**src/rtl/nsc_pkg.sv**
```systemverilog
// ----------------------------------------------------------------------------
// nsc_pkg: shared types and constants of the nibble calendar clock
// Holds the command and status structs and the port mode codes.
// ----------------------------------------------------------------------------
package nsc_pkg;

    localparam logic [1:0] PM_READ    = 2'd0;
    localparam logic [1:0] PM_COMMAND = 2'd1;
    localparam logic [1:0] PM_LOAD    = 2'd2;
    localparam logic [1:0] PM_IDLE    = 2'd3;

    localparam logic [1:0] MD_READ  = 2'd0;
    localparam logic [1:0] MD_WRITE = 2'd1;
    localparam logic [1:0] MD_TICK  = 2'd2;

    localparam logic [3:0] NB_READ  = 4'd13;
    localparam logic [3:0] NB_CMD   = 4'd14;
    localparam logic [3:0] NB_NOP   = 4'd15;
    localparam logic [3:0] CMD_LOAD = 4'd0;
    localparam logic [3:0] CMD_CLR  = 4'd4;

    localparam int unsigned NDIG = 13;

    typedef struct packed {
        logic       start;    // start a word: latch mode and data from the command
        logic [1:0] mode;
        logic [3:0] data;
    } t_cmd;

    typedef struct packed {
        logic       done;
        logic [3:0] rdata;
    } t_sts;

endpackage

```
**src/rtl/nsc_datapath.sv**
```systemverilog
// ----------------------------------------------------------------------------
// nsc_datapath: calendar storage and arithmetic
// Executes one port word in phases: decode, capture, validity check,
// normalise, store, weekday and latch.
// ----------------------------------------------------------------------------
module nsc_datapath (
    input  logic          i_clk,
    input  logic          i_rst_n,
    input  nsc_pkg::t_cmd i_cmd,
    output nsc_pkg::t_sts o_sts
);

    logic [3:0] r_cal [13];
    logic [3:0] r_lat [13];
    logic [1:0] r_pm;
    logic [3:0] r_pos;
    logic       r_pv;
    // phase: 0 idle, 1 decode, 2 capture, 3 check, 4 carry, 5 store, 6 weekday, 7 latch
    logic [2:0] r_ph;
    logic [1:0] r_md;
    logic [3:0] r_dt;
    logic       r_adv;  // normalise pending
    logic       r_ext;  // extra second
    logic       r_wd;   // weekday only
    logic [3:0] r_rd;

    // stage registers for the arithmetic
    logic [7:0]  r_s, r_mi, r_h, r_d;
    logic [3:0]  r_mo;
    logic [10:0] r_yo;
    logic        r_tok;
    logic        r_ok;
    logic [4:0]  r_ml;
    logic [11:0] r_wy;
    logic [5:0]  r_wq;

    // values of current digits
    logic [7:0]  w_s, w_mi, w_h, w_d;
    logic [10:0] w_yo;

    function automatic logic [4:0] f_mlen(input logic [3:0] m, input logic leap);
        case (m)
            4'd2:                        f_mlen = leap ? 5'd29 : 5'd28;
            4'd4, 4'd6, 4'd9, 4'd11:     f_mlen = 5'd30;
            default:                     f_mlen = 5'd31;
        endcase
    endfunction

    // quotient by 100 through reciprocal multiplication, exact below 4681
    function automatic logic [5:0] f_div100(input logic [11:0] y);
        logic [22:0] p;
        begin
            p = 23'(y) * 23'd1311;
            f_div100 = p[22:17];
        end
    endfunction

    // quotient by 10, exact below 1024
    function automatic logic [3:0] f_div10(input logic [6:0] v);
        logic [14:0] p;
        begin
            p = 15'(v) * 15'd205;
            f_div10 = p[14:11];
        end
    endfunction

    // remainder by 7, exact below 13107
    function automatic logic [2:0] f_mod7(input logic [11:0] x);
        logic [25:0] p;
        logic [11:0] r;
        begin
            p = 26'(x) * 26'd9363;
            r = x - 12'(p[25:16]) * 12'd7;
            f_mod7 = r[2:0];
        end
    endfunction

    function automatic logic f_leap(input logic [11:0] y);
        logic [5:0] q;
        logic       z;
        begin
            q = f_div100(y);
            z = (12'(q) * 12'd100) == y;
            f_leap = (y[1:0] == 2'd0 && !z) || (z && q[1:0] == 2'd0);
        end
    endfunction

    always_comb begin
        w_s  = {4'd0, r_cal[0]} + 8'(r_cal[1]) * 8'd10;
        w_mi = {4'd0, r_cal[2]} + 8'(r_cal[3]) * 8'd10;
        w_h  = {4'd0, r_cal[4]} + 8'(r_cal[5]) * 8'd10;
        w_d  = {4'd0, r_cal[6]} + 8'(r_cal[7]) * 8'd10;
        w_yo = 11'(r_cal[9]) + 11'(r_cal[10]) * 11'd10 + 11'(r_cal[11]) * 11'd100;
    end

    // date check on captured values
    logic       w_leap;
    logic [4:0] w_ml;
    logic       w_dok;
    always_comb begin
        w_leap = f_leap(12'(r_yo) + 12'd1000);
        w_ml   = f_mlen(r_mo, w_leap);
        w_dok  = (r_mo >= 4'd1) && (r_mo <= 4'd12) && (r_d >= 8'd1)
                 && (r_d <= {3'd0, w_ml});
    end

    // carry chain on registered values
    logic [7:0]  c_s, c_mi, c_h, c_d;
    logic [3:0]  c_mo;
    logic [10:0] c_yo;
    always_comb begin
        c_s = r_s; c_mi = r_mi; c_h = r_h; c_d = r_d; c_mo = r_mo; c_yo = r_yo;
        if (r_ext) begin
            c_s = r_s + 8'd1;
            if (c_s >= 8'd60) begin
                c_s = 8'd0; c_mi = r_mi + 8'd1;
                if (c_mi >= 8'd60) begin
                    c_mi = 8'd0; c_h = r_h + 8'd1;
                    if (c_h >= 8'd24) begin
                        c_h = 8'd0; c_d = r_d + 8'd1;
                        if (c_d > {3'd0, r_ml}) begin
                            c_d = 8'd1; c_mo = r_mo + 4'd1;
                            if (c_mo > 4'd12) begin
                                c_mo = 4'd1; c_yo = r_yo + 11'd1;
                            end
                        end
                    end
                end
            end
        end
        if (c_yo >= 11'd1600) c_yo = c_yo - 11'd1600;
    end

    // digit split of the carried values
    logic [3:0]  w_sq, w_miq, w_hq, w_dq, w_yh, w_y2q;
    logic [6:0]  w_y2;
    logic [11:0] w_wy;
    always_comb begin
        w_sq  = f_div10(r_s[6:0]);
        w_miq = f_div10(r_mi[6:0]);
        w_hq  = f_div10(r_h[6:0]);
        w_dq  = f_div10(r_d[6:0]);
        w_yh  = 4'(f_div100(12'(r_yo)));
        w_y2  = 7'(r_yo - 11'(w_yh) * 11'd100);
        w_y2q = f_div10(w_y2);
        w_wy  = 12'(r_yo) + 12'd1000 - ((r_mo < 4'd3) ? 12'd1 : 12'd0);
    end

    // weekday from registered date
    logic [3:0]  w_key;
    logic [11:0] w_sum;
    logic [2:0]  w_wk;
    always_comb begin
        case (r_mo)
            4'd1:  w_key = 4'd0;
            4'd2:  w_key = 4'd3;
            4'd3:  w_key = 4'd2;
            4'd4:  w_key = 4'd5;
            4'd5:  w_key = 4'd0;
            4'd6:  w_key = 4'd3;
            4'd7:  w_key = 4'd5;
            4'd8:  w_key = 4'd1;
            4'd9:  w_key = 4'd4;
            4'd10: w_key = 4'd6;
            4'd11: w_key = 4'd2;
            4'd12: w_key = 4'd4;
            default: w_key = 4'd0;
        endcase
        w_sum = r_wy + (r_wy >> 2) - 12'(r_wq) + 12'(r_wq >> 2) + 12'(w_key) + 12'(r_d);
        w_wk  = f_mod7(w_sum);
    end

    always_ff @(posedge i_clk) begin
        if (!i_rst_n) begin
            for (int k = 0; k < 13; k++) begin
                r_cal[k] <= 4'd0;
                r_lat[k] <= 4'd0;
            end
            r_pm  <= nsc_pkg::PM_READ;
            r_pos <= 4'd0;
            r_pv  <= 1'b0;
            r_ph  <= 3'd0;
        end else begin
            case (r_ph)
                3'd0: begin
                    if (i_cmd.start) begin
                        r_md <= i_cmd.mode;
                        r_dt <= i_cmd.data;
                        r_ph <= 3'd1;
                    end
                end
                3'd1: begin
                    r_adv <= 1'b0; r_ext <= 1'b0; r_wd <= 1'b0; r_rd <= 4'd0;
                    r_ph  <= 3'd2;
                    case (r_md)
                        nsc_pkg::MD_READ: begin
                            if (r_pm == nsc_pkg::PM_READ) begin
                                if (!r_pv) begin
                                    r_adv <= 1'b1; r_pos <= 4'd0; r_pv <= 1'b1;
                                    r_rd <= 4'd15;
                                end else if (r_pos >= 4'd13) begin
                                    r_pv <= 1'b0; r_pos <= 4'd0; r_rd <= 4'd15;
                                end else begin
                                    r_rd <= r_lat[r_pos]; r_pos <= r_pos + 4'd1;
                                end
                            end
                        end
                        nsc_pkg::MD_WRITE: begin
                            if (r_dt == nsc_pkg::NB_READ) begin
                                r_pm <= nsc_pkg::PM_READ; r_pv <= 1'b0; r_pos <= 4'd0;
                            end else if (r_dt == nsc_pkg::NB_CMD) begin
                                r_pm <= nsc_pkg::PM_COMMAND;
                            end else if (r_dt == nsc_pkg::NB_NOP) begin
                            end else if (r_pm == nsc_pkg::PM_COMMAND) begin
                                r_pos <= 4'd0;
                                if (r_dt == nsc_pkg::CMD_LOAD) begin
                                    r_pm <= nsc_pkg::PM_LOAD; r_pv <= 1'b1;
                                end else begin
                                    r_pm <= nsc_pkg::PM_IDLE; r_pv <= 1'b0;
                                    if (r_dt == nsc_pkg::CMD_CLR)
                                        for (int k = 0; k < 13; k++) r_cal[k] <= 4'd0;
                                end
                            end else if (r_pm == nsc_pkg::PM_LOAD && r_pv
                                         && r_pos < 4'd12) begin
                                r_cal[r_pos] <= r_dt;
                                r_pos <= r_pos + 4'd1;
                                if (r_pos == 4'd11) r_wd <= 1'b1;
                            end
                        end
                        nsc_pkg::MD_TICK: begin
                            if (!(r_pm == nsc_pkg::PM_LOAD && r_pv && r_pos < 4'd12)) begin
                                r_adv <= 1'b1; r_ext <= 1'b1;
                            end
                        end
                        default: ;
                    endcase
                end
                3'd2: begin
                    r_s  <= w_s;  r_mi <= w_mi;
                    r_h  <= w_h;  r_d  <= w_d;
                    r_mo <= r_cal[8];  r_yo <= w_yo;
                    r_tok <= (w_s < 8'd60) && (w_mi < 8'd60) && (w_h < 8'd24);
                    r_ph <= 3'd3;
                end
                3'd3: begin
                    r_ok <= w_dok && (r_adv ? r_tok : r_wd);
                    r_ml <= w_ml;
                    r_ph <= 3'd4;
                end
                3'd4: begin
                    r_s  <= c_s; r_mi <= c_mi; r_h <= c_h;
                    r_d  <= c_d; r_mo <= c_mo; r_yo <= c_yo;
                    r_ph <= 3'd5;
                end
                3'd5: begin
                    if (r_ok && r_adv) begin
                        r_cal[0] <= 4'(r_s - 8'(w_sq) * 8'd10);   r_cal[1] <= w_sq;
                        r_cal[2] <= 4'(r_mi - 8'(w_miq) * 8'd10); r_cal[3] <= w_miq;
                        r_cal[4] <= 4'(r_h - 8'(w_hq) * 8'd10);   r_cal[5] <= w_hq;
                        r_cal[6] <= 4'(r_d - 8'(w_dq) * 8'd10);   r_cal[7] <= w_dq;
                        r_cal[8] <= r_mo;
                        r_cal[9] <= 4'(w_y2 - 7'(w_y2q) * 7'd10); r_cal[10] <= w_y2q;
                        r_cal[11] <= w_yh;
                    end
                    r_wy <= w_wy;
                    r_wq <= f_div100(w_wy);
                    r_ph <= 3'd6;
                end
                3'd6: begin
                    if (r_ok) r_cal[12] <= {1'b0, w_wk};
                    r_ph <= 3'd7;
                end
                default: begin
                    if (r_adv && r_md == nsc_pkg::MD_READ)
                        for (int k = 0; k < 13; k++) r_lat[k] <= r_cal[k];
                    r_ph <= 3'd0;
                end
            endcase
        end
    end

    assign o_sts.done  = (r_ph == 3'd7);
    assign o_sts.rdata = r_rd;

endmodule

```
**src/rtl/nsc_control.sv**
```systemverilog
// ----------------------------------------------------------------------------
// nsc_control: handshake controller
// Accepts one word, starts the datapath and holds the result for the output.
// ----------------------------------------------------------------------------
module nsc_control (
    input  logic          i_clk,
    input  logic          i_rst_n,
    input  logic          i_valid,
    output logic          o_ready,
    input  logic [1:0]    i_mode,
    input  logic [3:0]    i_write_data,
    output logic          o_valid,
    input  logic          i_ready,
    output logic [3:0]    o_read_data,
    output nsc_pkg::t_cmd o_cmd,
    input  nsc_pkg::t_sts i_sts
);

    localparam logic [1:0] S_IDLE = 2'd0;
    localparam logic [1:0] S_BUSY = 2'd1;

    logic [1:0] r_state, n_state;
    logic       r_ov;
    logic [3:0] r_od;

    assign o_ready = (r_state == S_IDLE) && !r_ov;
    assign o_cmd.start = i_valid && o_ready;
    assign o_cmd.mode  = i_mode;
    assign o_cmd.data  = i_write_data;

    always_comb begin
        n_state = r_state;
        case (r_state)
            S_IDLE:  if (o_cmd.start) n_state = S_BUSY;
            S_BUSY:  if (i_sts.done) n_state = S_IDLE;
            default: n_state = S_IDLE;
        endcase
    end

    always_ff @(posedge i_clk) begin
        if (!i_rst_n) begin
            r_state <= S_IDLE;
            r_ov    <= 1'b0;
        end else begin
            r_state <= n_state;
            if (i_sts.done) begin
                r_ov <= 1'b1;
                r_od <= i_sts.rdata;
            end else if (r_ov && i_ready) begin
                r_ov <= 1'b0;
            end
        end
    end

    assign o_valid     = r_ov;
    assign o_read_data = r_od;

endmodule

```
**src/rtl/nibble_serial_calendar_clock_unit.sv**
```systemverilog
// ----------------------------------------------------------------------------
// nibble_serial_calendar_clock_unit: calendar clock behind a nibble port
// channel | handshake           | payload
// input   | i_valid / o_ready   | i_mode, i_write_data
// output  | o_valid / i_ready   | o_read_data
// Each word passes from acceptance to result through the datapath phase
// sequence (decode, capture, check, carry, store, weekday, latch). The
// next word is taken the cycle after the result has been taken, so one
// word is in flight at a time; output stalls delay the next word.
// Synchronous active-low reset clears the calendar and the port state.
// ----------------------------------------------------------------------------
module nibble_serial_calendar_clock_unit (
    input  logic       i_clk,
    input  logic       i_rst_n,
    input  logic       i_valid,
    output logic       o_ready,
    input  logic [1:0] i_mode,
    input  logic [3:0] i_write_data,
    output logic       o_valid,
    input  logic       i_ready,
    output logic [3:0] o_read_data
);

    nsc_pkg::t_cmd w_cmd;
    nsc_pkg::t_sts w_sts;

    nsc_control u_ctl (
        .i_clk, .i_rst_n, .i_valid, .o_ready, .i_mode, .i_write_data,
        .o_valid, .i_ready, .o_read_data, .o_cmd(w_cmd), .i_sts(w_sts)
    );

    nsc_datapath u_dp (.i_clk, .i_rst_n, .i_cmd(w_cmd), .o_sts(w_sts));

endmodule

```
**config.mk**
```make
export PLATFORM = sky130hd
export DESIGN_NAME = nibble_serial_calendar_clock_unit
export DESIGN_NICKNAME = d
export VERILOG_FILES = /design/src/rtl/nsc_pkg.sv /design/src/rtl/nsc_datapath.sv /design/src/rtl/nsc_control.sv /design/src/rtl/nibble_serial_calendar_clock_unit.sv
export SDC_FILE = /design/constraint.sdc
export NUM_CORES = 1
export LEC_CHECK = 0
export BUFFER_PORTS_ARGS = -buffer_cell sky130_fd_sc_hd__buf_2
export CORE_ASPECT_RATIO = 1.2
export CORE_MARGIN = 2
export CORE_UTILIZATION = 51
export CTS_CLUSTER_DIAMETER = 120
export DETAILED_ROUTE_END_ITERATION = 10
export PLACE_DENSITY = 0.64
export SLEW_MARGIN = 15
export SYNTH_ARGS = -nofsm -noshare
export SYNTH_HDL_FRONTEND = slang
export SYNTH_SLANG_ARGS = --single-unit
```
**constraint.sdc**
```tcl
create_clock -name i_clk -period 28.4 [get_ports i_clk]
set_input_delay 2.84 -clock i_clk [delete_from_list [all_inputs] [get_ports i_clk]]
set_output_delay 2.84 -clock i_clk [all_outputs]
set_load 0.01 [all_outputs]
```
# After elaboration in Yosys (flattened, before gate mapping)
# Memory sizes are Yosys's and may differ from the RTL's. A register that Yosys moved wholly into a read port is not among the register bits.
# Cells that the tools add are included.
[word_totals] register_bits=102 mem_count=3 in_bits=10 mem_bits_ro=48 elab_cells=373 ramBits=104
[op_classes] n_reduce_logical=50 bitwise_logic=41 n_lt_le_gt_ge=16 eq_ne=37 n_addsub=28 multipliers=23 n_mux=151
[memory_table] name="u_dp.r_cal" depth=13 word_bits=4 read_ports=13 rd_ports_with_merged_regs=0 wr=13 line_no="nsc_datapath.sv:13" source="logic [3:0] r_cal [13];"
[memory_table] name="u_dp.r_lat" depth=13 word_bits=4 read_ports=1 rd_ports_with_merged_regs=1 wr=13 line_no="nsc_datapath.sv:14" source="logic [3:0] r_lat [13];"
[memory_table] name="(name not given)" depth=16 word_bits=3 read_ports=1 rd_ports_with_merged_regs=1 wr=0 line_no="nsc_datapath.sv:154" source="case (r_mo)"
[op_table] operator="$mux 4" count=60
[op_table] operator="$mux 8" count=14
[op_table] operator="$mux 11" count=7
[op_table] operator="$mul 7x8->15 const B" count=5
[op_table] operator="$pmux 8 s2" count=4
[op_table] operator="$mux 1" count=51
[op_table] operator="$mul 12x11->23 const B" count=2
[op_table] operator="$or 1x1->1" count=39
[op_table] operator="$mul 4x3->7 const B" count=5
[op_table] operator="$add 4x8->8" count=4
[op_table] operator="$add 8x1->8 const B" count=4
[op_table] operator="$mul 12x14->26 const B" count=1
[op_table] operator="$add 12x4->12" count=2
[op_table] operator="$eq 4x4->1 const B" count=6
[op_table] operator="$pmux 11 s2" count=1
[op_table] operator="$mul 11x11->21 const B" count=1
[op_table] operator="$pmux 3 s7" count=1
[op_table] operator="$mul 4x3->3 const B" count=5
[op_table] operator="$sub 4x4->4" count=5
[op_table] operator="$reduce_and 6->1" count=3
[op_table] operator="$ge 8x6->1 const B" count=2
[op_table] operator="$lt 8x6->1 const B" count=2
[op_table] operator="$ne 2x1->1 const B" count=8
[op_table] operator="$pmux 4 s2" count=2
[op_table] operator="other kinds (62)" count=112

# Logic depth before layout (Yosys ltp)
[depth] ltp_word=14 ltp_mapped=46 depth_no_buf=45

# Modules after synthesis
# A second synthesis with hierarchy kept.
[hier_totals] cells_unflattened=2672 hier_area_um2=27418.8
[by_module_without_submodules] module="nsc_datapath" cells_each=2653 n_inst=1 area_per_inst_um2=27163.6 seq_area_each_um2=5925.7
[by_module_without_submodules] module="nsc_control" cells_each=19 n_inst=1 area_per_inst_um2=255.2 seq_area_each_um2=160.2

# Worst setup path after synthesis
# Ideal clock, no wire load.
[synth_timing] path_type="reg2reg" start="register u_dp.r_yo[5]" end="memory u_dp.r_cal[9][3], data pin" arrival_ns=9.892 period_less_slack_ns=10.150 path_stages_with_launch=42 path_buffers=1 path_slack_ns=18.250 path_cell_list="edfxtp_1 -> clkbuf_1 -> inv_1 -> fa_1 -> inv_1 -> ha_1 -> inv_1 -> fa_1 -> inv_1 -> fa_1 -> inv_1 -> fa_1 -> inv_1 -> ha_1 -> or4_1 -> a211oi_1 -> a21o_1 -> o21bai_1 -> [6 not listed] -> xnor2_1 -> ha_1 -> ha_1 -> fa_1 -> inv_1 -> fa_1 -> inv_1 -> ha_1 -> a31o_2 -> a21o_1 -> a2111oi_1 -> xnor2_1 -> ha_1 -> fa_1 -> xor2_1 -> xnor2_1 -> xnor2_1 -> o21ai_1"
[synth_lines] element="start, declared" line_no="nsc_datapath.sv:30" source="logic [10:0] r_yo;"
[synth_lines] element="start signal, assigned" line_no="nsc_datapath.sv:241" source="r_mo <= r_cal[8]; r_yo <= w_yo;"
[synth_lines] element="end, declared" line_no="nsc_datapath.sv:13"

==> summary.md <==
| Metric | Value |
|---|---|
| Die area | `0.05556 sq mm` |
| Sequential Area | `0.006086 sq mm` |
| IO Pins | `16` |
| Syn Area/Cell | `10.35 sq um` |
| Slew @ Worst Pin | `just over 1 ns` |
| Core region area | `0.05341 sq mm` |
| Initial Util | `51.26%` |
| First-pass iteration count of the detailed router | `7` |
| Mapped Cells | `about 2600` |
| CTS tree | `yes` |
| CP endpoint kind | `flip-flop` |
| Worst hold start | `u_dp.r_rd[3]` |
| Worst r2r src | `u_dp.r_yo[5]` |
| Die height | `257.8 microns` |
| Number of remaining DRC errors | `0` |
| Normalized max-slew margin | `31.11%` |
| Synth unique cells | `85` |
| Crit path max-delay family | `adder cells` |
| Placer Congestion | `0.8802` |
| Global-route wire length before repair | `99.85 mm` |
| Crit path launch | `u_dp.r_yo[5]` |
| Port Buf Inserts | `15` |
| Largest net degree at the start of global routing | `48` |
| Hold buffers post-CTS | `0` |
| Crit path launch type | `flip-flop` |
| Hold Slack | `0.4009 ns` |
| Total GRT Usage | `approximately 22%` |
| Initial antenna violation count | `0` |
| DP HPWL | `48.62 mm` |
| Async SR Flop Fraction | `0%` |
| RSZ-0062 raised after global routing | `no` |
| Crit path largest cell delay | `0.80 ns` |
| Max-slew violations | `0` |
| Post_cts resized | `0` |
| Max-cap violations | `0` |
| Clock skew | `0.02160 ns` |
| Placed Instances | `3354` |
| Post-synthesis sequential area ratio | `22.23%` |
| Fillcell total | `4675` |
| Mapped Area | `between 0.02 and 0.03 sq mm` |
| CTS Sinks | `between 200 and 250` |
| Die X | `215.5 microns` |
| Setup bufs post-CTS | `0` |
| Worst min path class | `flip-flop to flip-flop` |
| Syn. warnings | `0` |
| Slowest cell on the critical path | `edfxtp_1` |
| Period utilisation layout | `39.05%` |
| Hold Vio Cnt, Final | `0` |
| Vias in the first global route | `20160` |
| Layout Area Growth over Synthesis | `6.389%` |
| TNS Setup | `0 ns` |
| Crit path DAT | `11.34 ns` |
| Crit Path Class | `flip-flop to flip-flop` |
| Share of cells above drive strength 1 | `4.623%` |
| Crit path max fanout | `15` |
| DRT iter0 DRCs | `838` |
| Bufs on Longest Clock Path | `3` |
| H-tree depth | `1` |
| Post-synth EDFFs | `between 150 and 200` |
| Yosys reg bits | `209` |
| Routed Antenna Nets | `0` |
| Length of routed met3 wiring | `1.755 mm` |
| Post-route insts no fill | `3394` |
| Vias/cell | `about 5.5` |
| # rows | `93` |
| Area of the multi-input gates | `0.01931 sq mm` |
| Synthesized Nets | `3495` |
| Status | `finished, final reports clean` |
| F_max | `0.09017 GHz` |
| Mean routed wirelength per cell | `approximately 17 microns` |
| Gr ovfl total | `0` |
| # setup viols final | `0` |
| Routed via count | `18600` |
| Num CTS Buffers | `22` |
| Top_reg_cell synth | `edfxtp_1` |
| Worst-path clk slew | `roughly 0.070 ns` |
| Critical Path RT | `28.65 ns` |
| Minimum clock period | `11.09 ns` |
| CP Buf/Inv Count | `8` |
| Clock root cell | `clkbuf_16` |
| Top Layer Used | `met4` |
| Routed WL | `59.07 mm` |
| Most used cell, CP | `inv_1` |
| Worst-Skew Late Latency | `0.53 ns` |
| DRT met1 WL | `24.93 mm` |
| Ant diodes | `0` |
| Met2 Routed Length | `31.02 mm` |
| Fin nets | `3515` |
==> cell usage in the layout, fill, tap and decap left out, types with 6 or more instances in the layout <==
cell | Yosys | layout
o21bai_1 | 12 | 12
mux2i_1 | 21 | 21
a31oi_1 | 7 | 7
o211ai_1 | 6 | 6
buf_4 | 1 | 22
dfxtp_1 | 19 | 19
nor3_1 | 29 | 27
or3_1 | 9 | 9
ha_1 | 628 | 628
a21o_1 | 34 | 34
nand2b_1 | 22 | 22
nor2_1 | 94 | 94
or2_2 | 6 | 6
mux4_2 | 16 | 16
nand3_1 | 36 | 36
o21ai_0 | 79 | 79
xnor2_1 | 146 | 146
a211oi_1 | 6 | 6
nand4_1 | 14 | 14
buf_2 | 1 | 15
a41o_1 | 6 | 6
fa_1 | 211 | 211
xor2_1 | 60 | 60
inv_1 | 489 | 489
a31o_2 | 7 | 7
and3_1 | 14 | 14
a21oi_1 | 76 | 76
nor2b_1 | 26 | 26
o21a_1 | 10 | 10
clkbuf_16 | 0 | 22
nand2_1 | 119 | 118
a22o_1 | 22 | 22
edfxtp_1 | 190 | 190
nor4_1 | 7 | 6
o22ai_1 | 11 | 11
and2_1 | 65 | 65
o31ai_1 | 11 | 11
==> cell type report <==
type	count	area share [%]
clock inverters	15	0.6530
multi-input cells	1903	66.29
well taps	712	3.059
flip-flops and latches	209	20.90
clock buffers	25	1.929
repair buffers	37	0.8248
inverters	493	6.354
==> cells by family after synthesis <==
family	share of synthesized area [%]
simple gates	8.994
mux	2.166
compound gates	8.451
flops	22.23
xor+xnor	6.673
other cells	0.01370
fa+ha+maj	44.13
buf+inv	7.340
==> cells in the mapped netlist, types with 11 or more instances <==
cell type / n / share of area (%)
a21o_1: 34 / 0.93
a21oi_1: 76 / 1.4
a22o_1: 22 / 0.70
and2_1: 65 / 1.5
and3_1: 14 / 0.32
clkbuf_1: 31 / 0.43
dfxtp_1: 19 / 1.4
edfxtp_1: 190 / 21
fa_1: 211 / 15
ha_1: 628 / 29
inv_1: 489 / 6.7
mux2i_1: 21 / 0.77
mux4_2: 16 / 1.3
nand2_1: 119 / 1.6
nand2b_1: 22 / 0.50
nand3_1: 36 / 0.66
nand4_1: 14 / 0.32
nor2_1: 94 / 1.3
nor2b_1: 26 / 0.59
nor3_1: 29 / 0.53
o21ai_0: 79 / 1.4
o21bai_1: 12 / 0.33
o22ai_1: 11 / 0.25
o31ai_1: 11 / 0.30
xnor2_1: 146 / 4.7
xor2_1: 60 / 1.9
==> per-stage QoR <==
step           setup WS [ns]  area [sq um]  utilization, %
2_1_floorplan          18.25         27380               -
3_3_place_gp           17.53         28370           53.12
3_5_place_dp           17.29         28370           53.12
4_1_cts                17.27         29130           54.53
5_1_grt                16.56         29130           54.53
6_report               17.31         29130           54.53
==> per-layer routing <==
layer,GRT usage [%],up-vias
met4,5.498,0
met5,0,-
met3,1.296,88
li1,-,9029
met1,26.77,9168
met2,42.06,314
==> worst paths after layout <==
path	to	cells after the start	slack [ns]
worst max-delay path	u_dp.r_cal[9][3]	40	17.31
worst min-delay path	u_ctl.o_read_data[3]	0	0.40
worst max register to register	u_dp.r_cal[9][3]	40	17.31
worst min register to register	u_ctl.o_read_data[3]	0	0.40
==> flip-flops by register name, summed over array words and instances (netlist names), 2 cells and up, named ones only <==
| name | count |
|---|---|
| u_dp.r_d | 8 |
| u_dp.r_md | 2 |
| u_dp.r_lat | 52 |
| u_dp.r_ml | 2 |
| u_dp.r_mi | 8 |
| u_dp.r_yo | 11 |
| u_dp.r_wq | 6 |
| u_dp.r_s | 8 |
| u_dp.r_wy | 12 |
| u_dp.w_key | 3 |
| u_dp.r_h | 8 |
| u_dp.r_rd | 4 |
| u_dp.r_cal | 52 |
| u_dp.r_dt | 4 |
| u_ctl.o_read_data | 4 |
| u_dp.r_ph | 3 |
| u_dp.r_mo | 4 |
| u_dp.r_pm | 2 |
| u_dp.r_pos | 4 |
Power is left out: the tool's default activity adds up to more than one toggle a clock period on the data nets, which glitch-free logic cannot reach.
